### src/hw/rtl/anbs_pkg.sv
package anbs_pkg;

	localparam int MAX_RES = 4;
	localparam int CNT_W   = 3;
	localparam int POS_W   = 2;
	localparam int SRC_N   = 5;
	localparam int SRC_W   = 3;

	localparam logic [7:0] ZERO_BYTE  = 8'h00;
	localparam logic [7:0] START_BYTE = 8'h01;
	localparam logic [4:0] TYPE_MASK  = 5'h1F;
	localparam logic [1:0] HOLD_SAT   = 2'd3;
	localparam logic [2:0] SEEN_SAT   = 3'd4;

	typedef struct packed {
		logic [7:0] byte_in;
		logic       buffer_end;
	} in_item_t;

	typedef struct packed {
		logic [7:0] payload_byte;
		logic       unit_first;
		logic       unit_last;
		logic [4:0] unit_type;
		logic       buffer_done;
	} out_item_t;

	// Results caused by one accepted input item.
	typedef struct packed {
		logic [CNT_W-1:0]             count;
		out_item_t [MAX_RES-1:0]      items;
	} bundle_t;

endpackage

### src/hw/rtl/anbs_parse.sv
module anbs_parse
	import anbs_pkg::*;
(
	input  logic     clk,
	input  logic     arst_n,
	input  logic     load,
	input  in_item_t item,
	output bundle_t  bundle
);

	logic [7:0] held_q;
	logic [1:0] hc_q;
	logic       inside_q;
	logic       started_q;
	logic [4:0] ctype_q;
	logic [2:0] seen_q;
	logic       lead_q;

	logic [7:0]       b;
	logic             fin;
	logic [2:0]       seen_nx;
	logic             is_zero;
	logic             start_hit;
	logic [1:0]       hc_step;
	logic [2:0]       nz;
	logic             has_b;
	logic [2:0]       n;
	logic [2:0]       len;
	logic [2:0]       cnt;
	logic             squeeze;
	logic [4:0]       type_nx;
	logic [7:0]       s_arr [SRC_N];
	logic [SRC_W-1:0] src;

	function automatic logic [7:0] conf_byte(input logic [2:0] j, input logic [2:0] zn,
		input logic [7:0] v);
		return (j < zn) ? ZERO_BYTE : v;
	endfunction

	always_comb begin
		b         = item.byte_in;
		fin       = item.buffer_end;
		seen_nx   = (seen_q < SEEN_SAT) ? seen_q + 3'd1 : seen_q;
		is_zero   = (b == ZERO_BYTE);
		start_hit = (b == START_BYTE) && (hc_q >= 2'd2);
		hc_step   = (hc_q == HOLD_SAT) ? HOLD_SAT : hc_q + 2'd1;

		// Count confirmed zeros and whether the input byte itself is confirmed.
		if (start_hit) begin
			nz    = 3'd0;
			has_b = 1'b0;
		end else if (is_zero) begin
			nz    = {2'b00, (hc_q == HOLD_SAT) && inside_q}
				+ ((fin && inside_q) ? {1'b0, hc_step} : 3'd0);
			has_b = 1'b0;
		end else begin
			nz    = inside_q ? {1'b0, hc_q} : 3'd0;
			has_b = inside_q;
		end
		n   = nz + {2'b00, has_b};
		len = {2'b00, started_q} + n;

		// Sequence of confirmed bytes: held byte first, then zeros, then the input.
		for (int k = 0; k < SRC_N; k++) begin
			if (started_q) begin
				s_arr[k] = (k == 0) ? held_q : conf_byte(3'(k - 1), nz, b);
			end else begin
				s_arr[k] = conf_byte(3'(k), nz, b);
			end
		end

		type_nx = (started_q || (n == 3'd0)) ? ctype_q : (s_arr[0][4:0] & TYPE_MASK);

		squeeze = 1'b0;
		if (start_hit) begin
			cnt = (inside_q && started_q) ? 3'd1 : 3'd0;
		end else if (fin) begin
			squeeze = (len == 3'd5);
			cnt     = squeeze ? 3'(MAX_RES) : len;
		end else begin
			cnt = (len != 3'd0) ? len - 3'd1 : 3'd0;
		end
		// Drop everything from a buffer too short to hold a start code and a byte.
		if (fin && (seen_nx < SEEN_SAT)) begin
			cnt = 3'd0;
		end

		bundle.count = cnt;
		for (int i = 0; i < MAX_RES; i++) begin
			src = (squeeze && (i >= 2)) ? SRC_W'(i + 1) : SRC_W'(i);
			bundle.items[i].payload_byte = s_arr[src];
			bundle.items[i].unit_first   = (i == 0) && !lead_q;
			bundle.items[i].unit_last    = start_hit || (fin && (3'(i) + 3'd1 == cnt));
			bundle.items[i].unit_type    = type_nx;
			bundle.items[i].buffer_done  = fin && (3'(i) + 3'd1 == cnt);
		end
	end

	always_ff @(posedge clk or negedge arst_n) begin
		if (!arst_n) begin
			held_q    <= ZERO_BYTE;
			hc_q      <= 2'd0;
			inside_q  <= 1'b0;
			started_q <= 1'b0;
			ctype_q   <= 5'd0;
			seen_q    <= 3'd0;
			lead_q    <= 1'b0;
		end else if (load) begin
			if (fin) begin
				held_q    <= ZERO_BYTE;
				hc_q      <= 2'd0;
				inside_q  <= 1'b0;
				started_q <= 1'b0;
				ctype_q   <= 5'd0;
				seen_q    <= 3'd0;
				lead_q    <= 1'b0;
			end else if (start_hit) begin
				held_q    <= ZERO_BYTE;
				hc_q      <= 2'd0;
				inside_q  <= 1'b1;
				started_q <= 1'b0;
				lead_q    <= 1'b0;
				seen_q    <= seen_nx;
			end else begin
				hc_q   <= is_zero ? hc_step : 2'd0;
				seen_q <= seen_nx;
				if (n != 3'd0) begin
					held_q    <= has_b ? b : ZERO_BYTE;
					started_q <= 1'b1;
					ctype_q   <= type_nx;
					lead_q    <= lead_q || (len >= 3'd2);
				end
			end
		end
	end

endmodule

### src/hw/rtl/anbs_drain.sv
module anbs_drain
	import anbs_pkg::*;
(
	input  logic      clk,
	input  logic      arst_n,
	input  logic      load,
	input  bundle_t   bundle,
	output logic      take_ok,
	output logic      nal_valid,
	input  logic      nal_ready,
	output out_item_t nal_data
);

	out_item_t [MAX_RES-1:0] items_q;
	logic [CNT_W-1:0]        rem_q;
	logic [POS_W-1:0]        pos_q;
	logic                    pop;

	assign nal_valid = (rem_q != '0);
	assign nal_data  = items_q[pos_q];
	assign pop       = nal_valid && nal_ready;
	// Take a new bundle when no result waits or the last waiting result leaves in this cycle.
	assign take_ok   = (rem_q == '0) || ((rem_q == CNT_W'(1)) && nal_ready);

	always_ff @(posedge clk) begin
		if (load) begin
			items_q <= bundle.items;
		end
	end

	always_ff @(posedge clk or negedge arst_n) begin
		if (!arst_n) begin
			rem_q <= '0;
			pos_q <= '0;
		end else if (load) begin
			rem_q <= bundle.count;
			pos_q <= '0;
		end else if (pop) begin
			rem_q <= rem_q - CNT_W'(1);
			pos_q <= pos_q + POS_W'(1);
		end
	end

endmodule

### src/hw/rtl/annexb_nal_unit_splitter.sv
// Channel  Handshake               Payload     Moves
// stream   stream_valid/ready      in_item_t   one buffer byte with its end mark
// nal      nal_valid/ready         out_item_t  one payload byte with unit marks
//
// The parser state updates at the clock edge that takes a request on stream, and its
// results (zero to four) land in a result register.
// Results leave at one per cycle while nal_ready is high, so stream_ready stays low while
// two or more results wait, and while one waits and nal_ready is low;
// a new request is taken in the cycle the last waiting result is taken.
// arst_n clears parser state and empties the result register at once.
// A stall on nal holds the current result and, once it is the last, holds stream too.
module annexb_nal_unit_splitter
	import anbs_pkg::*;
(
	input  logic      clk,
	input  logic      arst_n,
	input  logic      stream_valid,
	output logic      stream_ready,
	input  in_item_t  stream_data,
	output logic      nal_valid,
	input  logic      nal_ready,
	output out_item_t nal_data
);

	logic    take;
	bundle_t bundle;

	// Accept a request only when the result register can take its results.
	assign take = stream_valid && stream_ready;

	// Start-code detection, zero-run bookkeeping and result building.
	anbs_parse u_parse (
		.clk    (clk),
		.arst_n (arst_n),
		.load   (take),
		.item   (stream_data),
		.bundle (bundle)
	);

	// Result register: hand out the results of one request in order.
	anbs_drain u_drain (
		.clk       (clk),
		.arst_n    (arst_n),
		.load      (take),
		.bundle    (bundle),
		.take_ok   (stream_ready),
		.nal_valid (nal_valid),
		.nal_ready (nal_ready),
		.nal_data  (nal_data)
	);

endmodule

### config.mk
export PLATFORM = sky130hd
export DESIGN_NAME = annexb_nal_unit_splitter
export DESIGN_NICKNAME = d
export VERILOG_FILES = /design/src/hw/rtl/anbs_pkg.sv /design/src/hw/rtl/anbs_parse.sv /design/src/hw/rtl/anbs_drain.sv /design/src/hw/rtl/annexb_nal_unit_splitter.sv
export SDC_FILE = /design/constraint.sdc
export NUM_CORES = 1
export LEC_CHECK = 0
export BUFFER_PORTS_ARGS = -buffer_cell sky130_fd_sc_hd__buf_4
export CAP_MARGIN = 10
export CORE_MARGIN = 5
export CORE_UTILIZATION = 35
export CTS_CLUSTER_SIZE = 8
export DETAILED_ROUTE_END_ITERATION = 7
export GPL_ROUTABILITY_DRIVEN = 1
export SETUP_SLACK_MARGIN = 0.02
export SLEW_MARGIN = 25
export SYNTH_ARGS = -nofsm -noshare
export SYNTH_HDL_FRONTEND = slang
export SYNTH_SLANG_ARGS = --single-unit
### constraint.sdc
create_clock -name clk -period 9.8 [get_ports clk]
set_input_delay 0.98 -clock clk [delete_from_list [all_inputs] [get_ports clk]]
set_output_delay 0.98 -clock clk [all_outputs]
set_load 0.05 [all_outputs]
==> metrics.md <==
| Metric | Value |
|---|---|
| Most common cell after layout, fill and taps aside | edfxtp_1 |
| Initial cell density of the core | 35.4% |
| Post-CTS Resized | 0 |
| CP dominant cell by count | ha_1 |
| Gr ovfl total | 0 |
| Post-detailed-route wirelength per cell | 17.5 um |
| Final wirelength | 8560 um |
| Min Tclk post-route | 4560 ps |
| Syn nets | ~340 |
| # fillers | around 1000 |
| Pins Over Slew Limit | 0 |
| Die area | between 10000 and 15000 sq um |
| Crit end category | flop |
| RR Startpoint | u_parse.inside_q$_DFFE_PN0P_ |
| Fin crit share | a little under half |
| WP buf/inv | 1 |
| Max Cap Viol | 0 |
| Crit path launch | stream_data[5] |
| Largest net degree at the start of global routing | 62 |
| First-pass GRT wire length | ~14000 um |
| Post-synth EDFFs | 46 |
| Total global-route track usage | between 10 and 15% |
| Most frequent cells in the layout | edfxtp_1, buf_4, nand2_1, and2_1, dfrtp_1 |
| Worst Path Arrival | 4670 ps |
| HPWL after detailed placement | 5900 um |
| Via count | 2676 |
| Skew-Pair Late Insertion Delay | 360 ps |
| Final setup fails | 0 |
| HP Start | u_parse.ctype_q[1]$_DFFE_PN0P_ |
| Initial antenna violation count | 0 |
| Sequential fraction of the synthesis area | 53.7% |
| Die H | 114 um |
| Status | completed |
| DIE WIDTH | 114 um |
| Antenna cells | 0 |
| CP top delay family | simple AND/OR/NAND/NOR gates |
| Clk_skew | around 14 ps |
| Worst Path Max Fanout | 10 |
| Synth Flop Type | edfxtp_1 |
| Leakage | between 0.0015 and 0.002 uW |
| CTS Sinks | 72 |
| Ys async rst share | 36.1% |
| Final GP Congestion | slightly below 0.9 |
| Layout Nets | ~370 |
| Rows | 38 |
| Final ANT Viol Nets | 0 |
| RSZ-0062 raised after global routing | no |
| Synth warnings | 0 |
| Pwr Density | 242 nW/um^2 |
| Highest-delay cell along the critical path | or4_1 |
| Setup crit start kind | primary input |
| Starting DRT DRC Count | 225 |
| Setup ws final | 5240 ps |
| CTS buffer count | 9 |
| Post-synthesis cell area | 3790 sq um |
| CTS hold repair buffers | 0 |
| CP peak stage delay | just over 700 ps |
| Yosys reg bits | 72 |
| Syn Area/Cell | around 12 sq um |
| Crit path cell chain | buf_4, or4_1, nor3_4, nor2_1, ha_1, ha_1, ha_1, xnor2_1, a31oi_1, o221ai_1, nand4_1, and2_1 |
| Worst Path Required | 9920 ps |
| Max VDD drop | 114 uV |
| Layout cells sized above 1 | between 20% and 30% |
| Placeable Area | 10700 sq um |
| Crit path kind | primary input to flop |
| H-tree Lvls | 3 |
| # IOs | 31 |
| Vias in the first global route | about 2700 |
| Pre-CTS setup slack | 4850 ps |
| Relative slew slack | 47.1% |
| Slew @ Worst Pin | roughly 790 ps |
| DRC errors left | 0 |
| Drt pass-1 iters | 5 |
| Clk slew on worst S/H paths | 80 ps |
| Area Overhead vs Synth | 14.0% |
| Clock Path Buffers | 2 |
| Vias per std cell | approximately 5.5 |
| Setup TNS | 0 ps |
| Min-delay worst type | flop to flop |
| CTS tree | done |
| Endpoints failing hold | 0 |
| CTS root buf | clkbuf_8 |
| Port Buffers | 30 |
| Gate Count Post-Synth | 318 |
| Post-synthesis cell type count | 56 |
| Fmax | 219 MHz |
| Post-CTS Setup Inserts | 0 |
==> sequential cells by signal (all words and copies together), names as in the netlist <==
signal	flops
u_drain.items_q	46
u_parse.held_q	8
u_parse.ctype_q	5
u_drain.rem_q	3
u_parse.seen_q	3
u_drain.pos_q	2
u_parse.hc_q	2
u_parse.inside_q	1
u_parse.lead_q	1
u_parse.started_q	1
==> final timing paths <==
kind,end,slack [ps],cells after the start
min in group asynchronous,u_parse.held_q[7]$_DFFE_PN0P_,540,1
setup reg to reg,u_drain.items_q[63]$_DFFE_PP_,5680,12
hold reg to reg,u_parse.ctype_q[1]$_DFFE_PN0P_,490,1
setup / recovery,u_drain.items_q[63]$_DFFE_PP_,5240,12
hold / removal,u_parse.ctype_q[1]$_DFFE_PN0P_,490,1
max in group asynchronous,u_parse.hc_q[1]$_DFFE_PN0P_,8980,1
==> cell usage after synthesis (all sizes together) (4+ instances only) <==
cell / n / share of area, %
buf: 9 / 1.5
o21ai: 20 / 2.6
nand3: 5 / 0.66
inv: 7 / 0.69
clkbuf: 10 / 0.99
edfxtp: 46 / 36
mux4: 11 / 6.5
nor3: 8 / 1.5
nor2b: 4 / 0.66
a21oi: 14 / 1.9
and2: 28 / 4.6
ha: 11 / 3.6
o2bb2ai: 4 / 0.93
nor4: 5 / 0.99
dfrtp: 26 / 17
nand2: 31 / 3.1
a22o: 9 / 2.1
nor2: 12 / 1.2
==> through the flow <==
| stage | std cells | hold WS, ps | instance area (sq um) | total power, uW | util, % |
|---|---|---|---|---|---|
| 2_1_floorplan | 318 | 456 | 3790 | 718 | - |
| 3_3_place_gp | 472 | 471 | 4120 | 813 | 38.5 |
| 3_5_place_dp | 472 | 475 | 4120 | 821 | 38.5 |
| 4_1_cts | 488 | 497 | 4320 | 1060 | 40.3 |
| 5_1_grt | 488 | 517 | 4320 | 1100 | 40.3 |
| 6_report | 488 | 494 | 4320 | 1040 | 40.3 |
==> kinds of logic after synthesis <==
family | synth area share (%)
adder cells (fa/ha/maj) | 3.64
XOR/XNOR | 1.16
multiplexers | 7.67
AO/OA/AOI/OAI | 14.4
flip-flops | 53.7
buffers and inverters | 3.14
AND/OR/NAND/NOR | 16.4
==> routing by layer <==
metal / vias up / wire, um / global-route usage [%]
met2: 105 / 3880 / 21.0
met5: - / 0 / 0
li1: 1259 / - / -
met4: 0 / 333 / 10.7
met1: 1290 / 3950 / 18.6
met3: 22 / 392 / 2.65
==> final cells by class <==
cell class / count / area [sq um] / share of cell area [%]
timing repair buffer: 33 / 248 / 5.74
clock inverter: 5 / 57.6 / 1.33
sequential: 72 / 2030 / 47.1
multi-input combinational: 220 / 1640 / 37.9
tap: 140 / 175 / 4.06
clock buffer: 11 / 141 / 3.28
inverter: 7 / 26.3 / 0.609
==> where the power goes <==
| group | leakage [uW] | internal (uW) | switching [uW] |
|---|---|---|---|
| clock | 0.000103 | 125 | 112 |
| combinational | 0.000762 | 134 | 241 |
| sequential | 0.000777 | 388 | 43.0 |
| total | 0.00164 | 647 | 396 |
==> worst reg2reg max path, cell delays in order (launching register included) <==
cell and delay [ps]:
dfrtp_1 510, and3_1 260, ha_1 200, ha_1 320, nand2b_1 80, o21ai_0 420
ha_1 350, ha_1 220, xnor2_1 460, a31oi_1 120, o221ai_1 250, nand4_1 370
and2_1 330
(Power assumes the default switching activity.)
